`src/hdl/pwcp_pkg.sv`:
```
// Shared types and constants for the WAVE chunk parser.
package pwcp_pkg;

  typedef enum logic [1:0] {
    PH_RIFF = 2'd0,
    PH_HDR  = 2'd1,
    PH_BODY = 2'd2,
    PH_STOP = 2'd3
  } phase_t;

  typedef enum logic [1:0] {
    KIND_OTHER = 2'd0,
    KIND_FMT   = 2'd1,
    KIND_DATA  = 2'd2
  } kind_t;

  localparam logic [2:0] ST_OK        = 3'd0;
  localparam logic [2:0] ST_HEADER    = 3'd1;
  localparam logic [2:0] ST_TRUNC_HDR = 3'd2;
  localparam logic [2:0] ST_TRUNC_DAT = 3'd3;
  localparam logic [2:0] ST_BAD_FMT   = 3'd4;
  localparam logic [2:0] ST_DUP_DATA  = 3'd5;
  localparam logic [2:0] ST_MISSING   = 3'd6;
  localparam logic [2:0] ST_BAD_FORM  = 3'd7;

  localparam logic [31:0] TAG_RIFF = 32'h5249_4646;
  localparam logic [31:0] TAG_WAVE = 32'h5741_5645;
  localparam logic [31:0] TAG_FMT  = 32'h666D_7420;
  localparam logic [31:0] TAG_DATA = 32'h6461_7461;
  localparam logic [31:0] INT_MAX  = 32'h7FFF_FFFF;

  // Word handed from the front to the back through the queue.
  typedef struct packed {
    logic        sample_valid;
    logic [7:0]  sample_byte;
    logic        done;
    logic        hdr_err;
    logic [2:0]  pre_status;   // chunk or truncation status, before format checks
    logic [15:0] fmt_code;
    logic [15:0] chans;
    logic [31:0] rate;
    logic [31:0] byte_rate;
    logic [15:0] align;
    logic [15:0] bits;
    logic [31:0] plen;
  } job_t;

endpackage

```
`src/hdl/pwcp_front.sv`:
```
// Front end: byte-wise RIFF/chunk walk producing one job word per byte.
module pwcp_front (
  input  logic            clk,
  input  logic            rst_n,
  input  logic            in_valid,
  input  logic [7:0]      in_data_byte,
  input  logic            in_last,
  output logic            in_stall,
  output logic            job_valid,
  output pwcp_pkg::job_t  job,
  input  logic            job_stall
);
  import pwcp_pkg::*;

  logic [31:0] cnt_r, cnt_nxt, rlen_r, rlen_nxt, pos_r, pos_nxt, clen_r, clen_nxt;
  logic [31:0] tag_r, tag_nxt, plen_r, plen_nxt;
  logic        tags_ok_r, tags_ok_nxt, fseen_r, fseen_nxt, pseen_r, pseen_nxt;
  phase_t      ph_r, ph_nxt;
  kind_t       kind_r, kind_nxt;
  logic [2:0]  cerr_r, cerr_nxt;
  logic [7:0]  fw_r [16];
  logic        fw_we;
  logic        take;
  logic [32:0] body_tot, limit, need;
  logic [31:0] pos_inc, size;
  logic [2:0]  p3;
  logic        sv;
  job_t        j;

  assign in_stall = job_stall;
  assign take     = in_valid && !job_stall;
  assign body_tot = {1'b0, clen_r} + {32'd0, clen_r[0]};
  assign p3       = pos_r[2:0];
  assign pos_inc  = pos_r + 32'd1;

  always_comb begin
    logic [31:0] ntag, nlen;
    logic [33:0] tot_n;
    cnt_nxt = (cnt_r == 32'hFFFF_FFFF) ? cnt_r : cnt_r + 32'd1;
    rlen_nxt = rlen_r; pos_nxt = pos_r; clen_nxt = clen_r; tag_nxt = tag_r;
    plen_nxt = plen_r; tags_ok_nxt = tags_ok_r; fseen_nxt = fseen_r;
    pseen_nxt = pseen_r; ph_nxt = ph_r; kind_nxt = kind_r; cerr_nxt = cerr_r;
    fw_we = 1'b0; sv = 1'b0;
    ntag = tag_r; nlen = clen_r; tot_n = '0; limit = '0; need = '0;
    unique case (ph_r)
      PH_RIFF: begin
        if (cnt_r < 32'd4) begin
          if (in_data_byte != TAG_RIFF[8*(3-cnt_r[1:0]) +: 8]) tags_ok_nxt = 1'b0;
        end else if (cnt_r < 32'd8) begin
          rlen_nxt[8*cnt_r[1:0] +: 8] = in_data_byte;
        end else if (cnt_r < 32'd12) begin
          if (in_data_byte != TAG_WAVE[8*(3-cnt_r[1:0]) +: 8]) tags_ok_nxt = 1'b0;
        end
        if (cnt_nxt >= 32'd12) begin
          ph_nxt = PH_HDR; pos_nxt = '0;
        end
      end
      PH_HDR: begin
        if (!p3[2]) begin
          ntag = {tag_r[23:0], in_data_byte};
          if (p3 == 3'd0) nlen = '0;
        end else begin
          nlen[8*p3[1:0] +: 8] = in_data_byte;
        end
        tag_nxt = ntag; clen_nxt = nlen;
        pos_nxt = {29'd0, p3} + 32'd1;
        if (p3 == 3'd7) begin
          tot_n = {2'b0, nlen} + {33'd0, nlen[0]};
          need  = tot_n[32:0] + {1'b0, cnt_nxt};
          limit = {1'b0, rlen_r} + 33'd8;
          if (need > limit) begin
            cerr_nxt = ST_TRUNC_DAT; ph_nxt = PH_STOP;
          end else begin
            kind_nxt = KIND_OTHER;
            if (ntag == TAG_FMT && (fseen_r || nlen < 32'd16)) begin
              cerr_nxt = ST_BAD_FMT; ph_nxt = PH_STOP;
            end else if (ntag == TAG_DATA && pseen_r) begin
              cerr_nxt = ST_DUP_DATA; ph_nxt = PH_STOP;
            end else begin
              if (ntag == TAG_FMT) begin
                fseen_nxt = 1'b1; kind_nxt = KIND_FMT;
              end else if (ntag == TAG_DATA) begin
                pseen_nxt = 1'b1; plen_nxt = nlen; kind_nxt = KIND_DATA;
              end
              pos_nxt = '0;
              ph_nxt = (tot_n == '0) ? PH_HDR : PH_BODY;
            end
          end
        end
      end
      PH_BODY: begin
        fw_we = (kind_r == KIND_FMT) && (pos_r < 32'd16);
        sv    = (kind_r == KIND_DATA) && (pos_r < clen_r);
        pos_nxt = pos_inc;
        if ({1'b0, pos_inc} >= body_tot) begin
          ph_nxt = PH_HDR; pos_nxt = '0;
        end
      end
      PH_STOP: ;
      default: ;
    endcase
  end

  assign size = cnt_nxt;

  always_comb begin
    j = '0;
    j.sample_valid = sv;
    j.sample_byte  = sv ? in_data_byte : 8'd0;
    j.done         = in_last;
    j.hdr_err = (size < 32'd12) || (size > INT_MAX) || !tags_ok_nxt ||
                (rlen_nxt != size - 32'd8);
    if (cerr_nxt != ST_OK) j.pre_status = cerr_nxt;
    else if (ph_nxt == PH_HDR && pos_nxt != '0) j.pre_status = ST_TRUNC_HDR;
    else if (ph_nxt == PH_BODY) j.pre_status = ST_TRUNC_DAT;
    else if (!fseen_nxt || !pseen_nxt || plen_nxt == '0) j.pre_status = ST_MISSING;
    else j.pre_status = ST_OK;
    // Format bytes, with the byte written this cycle forwarded.
    begin
      logic [7:0] f [16];
      for (int i = 0; i < 16; i++)
        f[i] = (fw_we && pos_r[3:0] == 4'(i)) ? in_data_byte : fw_r[i];
      j.fmt_code  = {f[1], f[0]};
      j.chans     = {f[3], f[2]};
      j.rate      = {f[7], f[6], f[5], f[4]};
      j.byte_rate = {f[11], f[10], f[9], f[8]};
      j.align     = {f[13], f[12]};
      j.bits      = {f[15], f[14]};
    end
    j.plen = plen_nxt;
  end

  assign job_valid = in_valid;
  assign job       = j;

  always_ff @(posedge clk) begin
    if (!rst_n || (take && in_last)) begin
      cnt_r <= '0; rlen_r <= '0; pos_r <= '0; clen_r <= '0; tag_r <= '0;
      plen_r <= '0; tags_ok_r <= 1'b1; fseen_r <= 1'b0; pseen_r <= 1'b0;
      ph_r <= PH_RIFF; kind_r <= KIND_OTHER; cerr_r <= ST_OK;
      for (int i = 0; i < 16; i++) fw_r[i] <= 8'd0;
    end else if (take) begin
      cnt_r <= cnt_nxt; rlen_r <= rlen_nxt; pos_r <= pos_nxt; clen_r <= clen_nxt;
      tag_r <= tag_nxt; plen_r <= plen_nxt; tags_ok_r <= tags_ok_nxt;
      fseen_r <= fseen_nxt; pseen_r <= pseen_nxt; ph_r <= ph_nxt;
      kind_r <= kind_nxt; cerr_r <= cerr_nxt;
      if (fw_we) fw_r[pos_r[3:0]] <= in_data_byte;
    end
  end
endmodule

```
`src/hdl/pwcp_queue.sv`:
```
// Two-entry queue between the front and the back.
module pwcp_queue (
  input  logic            clk,
  input  logic            rst_n,
  input  logic            wr_valid,
  input  pwcp_pkg::job_t  wr_job,
  output logic            wr_stall,
  output logic            rd_valid,
  output pwcp_pkg::job_t  rd_job,
  input  logic            rd_stall
);
  import pwcp_pkg::*;

  job_t mem_r [2];
  logic wp_r, rp_r;
  logic [1:0] cnt_r;
  logic wr, rd;

  assign wr_stall = (cnt_r == 2'd2);
  assign rd_valid = (cnt_r != 2'd0);
  assign rd_job   = mem_r[rp_r];
  assign wr = wr_valid && !wr_stall;
  assign rd = rd_valid && !rd_stall;

  always_ff @(posedge clk) begin
    if (!rst_n) begin
      wp_r <= 1'b0; rp_r <= 1'b0; cnt_r <= 2'd0;
    end else begin
      if (wr) wp_r <= ~wp_r;
      if (rd) rp_r <= ~rp_r;
      cnt_r <= cnt_r + {1'b0, wr} - {1'b0, rd};
    end
  end

  always_ff @(posedge clk) begin
    if (wr) mem_r[wp_r] <= wr_job;
  end
endmodule

```
`src/hdl/pwcp_back.sv`:
```
// Back end: format checks and the frame count, registered, one job per cycle while the output is not stalled.
module pwcp_back (
  input  logic            clk,
  input  logic            rst_n,
  input  logic            job_valid,
  input  pwcp_pkg::job_t  job,
  output logic            job_stall,
  output logic            out_valid,
  input  logic            out_stall,
  output logic            out_sample_valid,
  output logic [7:0]      out_sample_byte,
  output logic            out_done_res,
  output logic [2:0]      out_status,
  output logic [1:0]      out_channel_count,
  output logic [31:0]     out_sample_rate,
  output logic [4:0]      out_bits_per_sample,
  output logic [31:0]     out_frame_count,
  output logic [2:0]      out_frame_bytes,
  output logic [31:0]     out_payload_length
);
  import pwcp_pkg::*;

  logic        vld_r;
  logic        sv_r, done_r;
  logic [7:0]  sb_r;
  logic [2:0]  st_r, blk_r;
  logic [1:0]  ch_r;
  logic [31:0] rate_r, plen_r;
  logic [4:0]  bits_r;
  logic        adv;
  logic [2:0]  st, blk;
  logic        ok, mod_ok;
  logic [31:0] fr;

  assign job_stall = vld_r && out_stall;
  assign adv       = job_valid && !job_stall;

  always_comb begin
    logic c_ok, w_ok;
    logic [34:0] prod;
    c_ok = (job.chans == 16'd1) || (job.chans == 16'd2);
    w_ok = (job.bits == 16'd8) || (job.bits == 16'd16);
    blk  = {job.chans[1:0] == 2'd2 && job.bits[4], job.chans[1] ^ job.bits[4],
            job.chans[0] && !job.bits[4]};
    // Block size is 1, 2 or 4, so the remainder and quotient are masks and shifts.
    unique case (blk)
      3'd2:    begin mod_ok = !job.plen[0];         fr = {1'b0, job.plen[31:1]}; end
      3'd4:    begin mod_ok = job.plen[1:0] == 2'd0; fr = {2'b0, job.plen[31:2]}; end
      default: begin mod_ok = 1'b1;                 fr = job.plen; end
    endcase
    prod = {3'd0, job.rate} << (blk == 3'd4 ? 2 : (blk == 3'd2 ? 1 : 0));
    ok = 1'b0;
    if (job.hdr_err) st = ST_HEADER;
    else if (job.pre_status != ST_OK) st = job.pre_status;
    else if (job.fmt_code != 16'd1) st = ST_MISSING;
    else if (!c_ok || !w_ok || job.rate == '0 || job.align != {13'd0, blk} ||
             !mod_ok || prod != {3'd0, job.byte_rate}) st = ST_BAD_FORM;
    else begin
      st = ST_OK; ok = 1'b1;
    end
    if (!job.done) begin
      st = ST_OK; ok = 1'b0;
    end
  end

  always_ff @(posedge clk) begin
    if (!rst_n) vld_r <= 1'b0;
    else if (!job_stall) vld_r <= job_valid;
  end

  always_ff @(posedge clk) begin
    if (adv) begin
      sv_r <= job.sample_valid; sb_r <= job.sample_byte; done_r <= job.done;
      st_r <= st;
      ch_r   <= ok ? job.chans[1:0] : 2'd0;
      rate_r <= ok ? job.rate : '0;
      bits_r <= ok ? job.bits[4:0] : 5'd0;
      blk_r  <= ok ? blk : 3'd0;
      plen_r <= ok ? fr : '0;
    end
  end

  logic [31:0] plen_keep_r;
  always_ff @(posedge clk) begin
    if (adv) plen_keep_r <= ok ? job.plen : '0;
  end

  assign out_valid           = vld_r;
  assign out_sample_valid    = sv_r;
  assign out_sample_byte     = sb_r;
  assign out_done_res        = done_r;
  assign out_status          = st_r;
  assign out_channel_count   = ch_r;
  assign out_sample_rate     = rate_r;
  assign out_bits_per_sample = bits_r;
  assign out_frame_count     = plen_r;
  assign out_frame_bytes     = blk_r;
  assign out_payload_length  = plen_keep_r;
endmodule

```
`src/hdl/pcm_wave_chunk_parser.sv`:
```
// WAVE parser top level: front walk, two-word queue, back checker.
// Each accepted byte's result word is written into the queue, then into the back end's output
// registers, where an output stall holds it.
// Throughput: one byte per cycle while in_stall is low; each byte's walk update is a counter and compare.
// The queue lets the front keep accepting while a result waits at the output.
// Reset (rst_n low, synchronous) empties the queue and puts the walk at the file start.
// After a last byte the walk returns to the file start on its own.
module pcm_wave_chunk_parser (
  input  logic        clk,
  input  logic        rst_n,
  input  logic        in_valid,
  output logic        in_stall,
  input  logic [7:0]  in_data_byte,
  input  logic        in_last,
  output logic        out_valid,
  input  logic        out_stall,
  output logic        out_sample_valid,
  output logic [7:0]  out_sample_byte,
  output logic        out_done_res,
  output logic [2:0]  out_status,
  output logic [1:0]  out_channel_count,
  output logic [31:0] out_sample_rate,
  output logic [4:0]  out_bits_per_sample,
  output logic [31:0] out_frame_count,
  output logic [2:0]  out_frame_bytes,
  output logic [31:0] out_payload_length
);
  import pwcp_pkg::*;

  logic q_wv, q_ws, q_rv, q_rs;
  job_t q_wj, q_rj;

  pwcp_front u_front (
    .clk, .rst_n, .in_valid, .in_data_byte, .in_last, .in_stall,
    .job_valid(q_wv), .job(q_wj), .job_stall(q_ws)
  );

  pwcp_queue u_queue (
    .clk, .rst_n, .wr_valid(q_wv), .wr_job(q_wj), .wr_stall(q_ws),
    .rd_valid(q_rv), .rd_job(q_rj), .rd_stall(q_rs)
  );

  pwcp_back u_back (
    .clk, .rst_n, .job_valid(q_rv), .job(q_rj), .job_stall(q_rs),
    .out_valid, .out_stall, .out_sample_valid, .out_sample_byte, .out_done_res,
    .out_status, .out_channel_count, .out_sample_rate, .out_bits_per_sample,
    .out_frame_count, .out_frame_bytes, .out_payload_length
  );
endmodule

```
`config.mk`:
```
export PLATFORM = sky130hd
export DESIGN_NAME = pcm_wave_chunk_parser
export DESIGN_NICKNAME = d
export VERILOG_FILES = /design/src/hdl/pwcp_pkg.sv /design/src/hdl/pwcp_front.sv /design/src/hdl/pwcp_queue.sv /design/src/hdl/pwcp_back.sv /design/src/hdl/pcm_wave_chunk_parser.sv
export SDC_FILE = /design/constraint.sdc
export NUM_CORES = 2
export LEC_CHECK = 0
export BUFFER_PORTS_ARGS = -buffer_cell sky130_fd_sc_hd__buf_2
export CORE_MARGIN = 2
export CORE_UTILIZATION = 45
export DETAILED_ROUTE_END_ITERATION = 10
export PLACE_DENSITY_LB_ADDON = 0.1
export SLEW_MARGIN = 20
export SYNTH_ARGS = -nofsm -noshare
export SYNTH_HDL_FRONTEND = slang
export SYNTH_SLANG_ARGS = --single-unit
```
`constraint.sdc`:
```
create_clock -name clk -period 19.3 [get_ports clk]
set_input_delay 1.93 -clock clk [delete_from_list [all_inputs] [get_ports clk]]
set_output_delay 1.93 -clock clk [all_outputs]
set_load 0.02 [all_outputs]
```
### Yosys cells after proc, flatten, opt, wreduce, memory -nomap -nowiden

Memory sizes are Yosys's and may differ from the RTL's. A register that Yosys moved wholly into a read port is not among the register bits.
Cells that the tools add are included.

| storage, ports and cells | value |
|---|---|
| input port bits | 13 |
| word-level logic and storage cells | 281 |
| memories kept | 2 |
| ROM bits | 0 |
| memory bits (writable) | 476 |
| flip-flop bits (word level) | 326 |
| bits in latches | 0 |

Memory list:

| memory | words | bits a word | read ports | clocked after Yosys merged registers in | wr ports | RTL line | source |
|---|---|---|---|---|---|---|---|
| u_queue.mem_r | 2 | 174 | 1 | 1 | 1 | pwcp_queue.sv:14 | `job_t mem_r [2];` |
| u_front.fw_r | 16 | 8 | 16 | 0 | 16 | pwcp_front.sv:21 | `logic [7:0] fw_r [16];` |

| cells by class | value |
|---|---|
| mux-type cells | 110 |
| add/subtract/negate cells | 13 |
| $mul | 0 |
| reduce and logical (&&, ||, !) cells | 67 |
| equal/unequal tests | 39 |
| magnitude comparators | 11 |
| divide/modulo/power cells | 0 |
| bitwise gates (word level) | 5 |
| shift-type cells | 7 |

Operators by type and width:

| operator | number |
|---|---|
| $mux 32 | 23 |
| $mux 8 | 18 |
| $lt 32x4->1 const B | 3 |
| $pmux 32 s3 | 1 |
| $neg 5->34 | 2 |
| $shift 8x34->32 const A | 2 |
| $shiftx 8x34->32 | 2 |
| $add 32x1->33 | 2 |
| $shiftx 32x33->8 const A | 2 |
| $add 32x1->32 const B | 2 |
| $bwmux 32 | 2 |
| $eq 32x31->1 const B | 2 |
| $logic_not 32->1 | 2 |
| $lt 32x5->1 const B | 2 |
| $pmux 32 s2 | 1 |
| $mux 1 | 39 |
| $mux 3 | 12 |
| $ne 35x32->1 | 1 |
| $shl 32x32->35 | 1 |
| $logic_not 34->1 | 1 |
| $add 32x4->33 const B | 1 |
| $add 33x32->33 | 1 |
| $ge 32x33->1 | 1 |
| $gt 33x33->1 | 1 |
| 45 further kinds | 128 |

### Depth between registers and ports, before layout

| depth | value |
|---|---|
| depth after elaboration | 19 |
| depth in mapped cells | 39 |
| gate-level depth less buffers | 33 |

### Modules after synthesis

From an unflattened synthesis, not the netlist that was laid out.

| unflattened totals | value |
|---|---|
| cell total of the unflattened synthesis | 4418 |
| area, all modules | 45670.1 um^2 |

Modules (own cells, without submodules):

| module | area each (um^2) | cells an instance | sequential area each (um^2) | times used |
|---|---|---|---|---|
| pwcp_front | 25270.5 | 3099 | 7887.6 | 1 |
| pwcp_queue | 12872.3 | 568 | 10550.1 | 1 |
| pwcp_back | 7527.2 | 751 | 3593.4 | 1 |

### Worst setup path after synthesis

OpenSTA, ideal clock, no wires.

| timing | value |
|---|---|
| path kind | in2reg |
| from | input in_valid |
| to | memory u_queue.mem_r[0][0] in the netlist's numbering (enable) |
| data required time | 18587 ps |
| path buffers | 2 |
| arrival | 9694 ps |
| cell stages on the path | 4 |
| setup slack | 8893 ps |
| path through | nand2_1 clkbuf_1 clkbuf_1 nor2_1 |

| on the way | value |
|---|---|
| word-level cells in the longest chain between the ends | 3 |

Ends and longest elaborated chain:

| element | RTL line | source |
|---|---|---|
| from (decl) | pcm_wave_chunk_parser.sv:11 | `input logic in_valid,` |
| $logic_and 1x1->1 | pwcp_queue.sv:22 | `assign wr = wr_valid && !wr_stall;` |
| $mux 1 | pwcp_queue.sv:36 | `if (wr) mem_r[wp_r] <= wr_job;` |
| $mux 1 (implied by the code) | pwcp_queue.sv:36 |  |
| to (decl) | pwcp_queue.sv:14 |  |

No other way between the ends.

==> results.json <==
{
  "status": "finished clean",
  "fp.coreArea_mm2": 0.09642,
  "arrival_ns": 10.26,
  "final.min_clock_period_ns": 9.836,
  "min_period_over_period_pct": 50.96,
  "grtUsageTotal_pct": 26.35,
  "vias": 33720,
  "synth-edff-count": 595,
  "ys_ff_latch": 803,
  "clkTransAtPathRegs_ns": 0.06,
  "antenna_found_initial": 9,
  "htreeDepth": 3,
  "peakVddDrop_v": 0.00007637,
  "hold_viol": 0,
  "clock_skew_ns": 0.03506,
  "fin_tns_setup_ns": 0,
  "clockBufferDepth": 3,
  "initial_core_util_pct": 45.32,
  "drc": 0,
  "setup_viol": 0,
  "pwr_density_cell_mw_per_mm2": 103.4,
  "first_iter_violations": 3519,
  "grt_pass1_vias": 31210,
  "wire_per_inst_um": 23.73,
  "gp_congestion": 0.9387,
  "yosysSeqAreaShare_pct": 50.42,
  "stdcell_area_mm2": 0.04846,
  "pin_count": 134,
  "cp-start-kind": "input port",
  "dpl_cell_area_mm2": 0.04565,
  "port_buffers": 133,
  "layout_common_cells": "edfxtp_1 (595), nor2_1 (456), nand2_1 (394), a21oi_1 (207), dfxtp_1 (207)",
  "final_core_util_pct": 50.26,
  "drive_gt1_share_pct": 12.41,
  "cts-resized-gates": 0,
  "overflow": 0,
  "wirelength_um": 133800,
  "synth_top_cell_area_share_pct": 40.89,
  "tightest_slew_ns": 1.148,
  "maxCapViolations": 0,
  "hold_buffers": 0,
  "rsz0062_at_grt": "false",
  "die_w_um": 315.6,
  "die_h_um": 315.6,
  "hold_ws_ns": 0.4567,
  "synth_area_per_cell_um2": 10.27,
  "synth_area_leaders": "edfxtp_1 (41%), dfxtp_1 (9.5%), ha_1 (4.3%), nor2_1 (3.9%), mux2_2 (3.8%)",
  "worstRegToRegCells": 30,
  "crit_path_end_kind": "flip-flop",
  "tritoncts": "yes",
  "yosys_warnings": 0,
  "slew_headroom_pct": 23.47,
  "maxSlewViolCount": 0,
  "synthCells": 4256,
  "clock-root-buffer": "clkbuf_16",
  "synth_ff_type": "edfxtp_1",
  "firstDrtPassIters": 5,
  "place_hpwl_um": 92760,
  "async_flop_share_pct": 0,
  "die-area_mm2": 0.09962,
  "antenna_left": 0,
  "holdCritPathClass": "reg -> reg",
  "p_leak_nw": 17.08,
  "cts_setup_buffers": 0,
  "synthDistinctLibCells": 83,
  "synth_largest_area_cell": "edfxtp_1",
  "synth_area_mm2": 0.04370,
  "final_common_cell": "edfxtp_1",
  "crit_fanout": 31,
  "via_per_inst": 5.982,
  "insertion_delay_ns": 0.69,
  "cts_made_buffers": 88,
  "min_path_cells": 2,
  "crit_type": "in -> reg",
  "areaGrowthSynthToFinish_pct": 10.90,
  "finalNetCount": 4451,
  "max_freq_mhz": 101.7,
  "grt_max_degree": 145,
  "crit_required_ns": 19.72,
  "fill_cells": 8840,
  "grt_pass1_wl_um": 199400,
  "clock-sinks": 803,
  "rows": 114
}
sequential cells by signal, indices dropped and copies added (netlist names), 2 cells and up, named ones only:
register,flops
u_front.fw_r,128
u_back.out_channel_count,2
u_back.out_status,3
u_front.cerr_r,3
u_front.ph_r,2
u_back.out_payload_length,32
u_front.cnt_r,32
u_front.kind_r,2
u_queue.cnt_r,2
u_front.rlen_r,32
u_front.clen_r,32
u_front.tag_r,32
u_front.pos_r,32
u_back.out_frame_bytes,3
u_back.out_sample_rate,32
u_front.plen_r,32
u_back.out_bits_per_sample,5
u_back.out_frame_count,32
u_queue.mem_r,348
u_back.out_sample_byte,8
metal layers:
layer  global-route usage, %  up-vias  share of wire (%)
met1                   38.84    16520                 47
met3                   3.640      220                6.5
li1                        -    15800                  -
met5                       0        -             0.0097
met2                   40.23     1180                 44
met4                   8.046        2                2.8
final timing paths:
path                           from                     to  slack [ns]
setup / recovery    in_data_byte[0]  u_queue.mem_r[0][162]        9.46
hold / removal    u_front.tag_r[26]      u_front.tag_r[26]        0.46
hold reg to reg   u_front.tag_r[26]      u_front.tag_r[26]        0.46
setup reg to reg   u_front.pos_r[1]  u_queue.mem_r[0][162]        9.49
cell families after synthesis:
logic type                 after synthesis  synth area share (%)
AOI/OAI and AO/OA                      747                 11.05
xor gates and xnor gates               281                 5.632
adders and majority gates              150                 4.312
buffers and inverters                  376                 3.290
DFF                                    803                 50.42
muxes                                  297                 7.353
other                                    1              0.008582
and+or+nand+nor                       1601                 17.94
layout make-up:
cell class / count / area [µm²] / area share, %
Clock inverter: 47 / 456.7 / 0.9424
Inverter: 99 / 371.6 / 0.7668
Multi-Input combinational cell: 3079 / 20340 / 41.98
Clock buffer: 115 / 2335 / 4.818
Sequential cell: 803 / 22030 / 45.47
Antenna cell: 1 / 2.502 / 0.005164
Timing Repair Buffer: 217 / 1321 / 2.727
Tap cell: 1276 / 1597 / 3.295
report_power, final:
part | internal (mW) | switching (mW) | total, mW
combinational | 0.340 | 0.787 | 1.13
sequential | 2.14 | 0.0925 | 2.24
clock | 0.928 | 0.722 | 1.65
synth_stat cells, types with 131 or more instances:
cell type and number:
edfxtp_1 595, nor2_1 458, nand2_1 397, clkbuf_1 239, a21oi_1 208, dfxtp_1 208
xnor2_1 175, o21ai_0 159, ha_1 149, mux2_2 148, mux2i_1 143, nand3_1 131
metrics by stage:
stage          std cells  power (mW)  setup slack, ns
2_1_floorplan       4258       3.033            8.893
5_1_grt             5636       5.209            8.798
4_1_cts             5635       5.040            9.624
3_3_place_gp        5473       3.394            9.096
3_5_place_dp        5473       3.398            8.947
6_report            5637       5.012            9.464
worst max-delay path, cell delays in order:
cell	delay (ns)
buf_2	0.07
buf_4	0.48
a31oi_1	0.31
or4_1	0.79
or4_1	0.51
xor2_1	0.17
ha_1	0.23
or4_1	0.50
o21ai_0	0.38
a21oi_1	0.16
o41ai_1	0.59
o211ai_1	0.29
nor4_1	0.34
o31ai_1	0.20
nor2_1	0.18
o21ai_0	0.13
xnor2_1	0.15
ha_1	0.20
a21o_1	0.18
a21o_1	0.18
a221oi_1	0.45
nand4_1	0.27
nand2_1	0.29
nand3_1	0.14
o41ai_1	0.60
nand2_1	0.20
a41o_1	0.30
(Power assumes the default switching activity.)
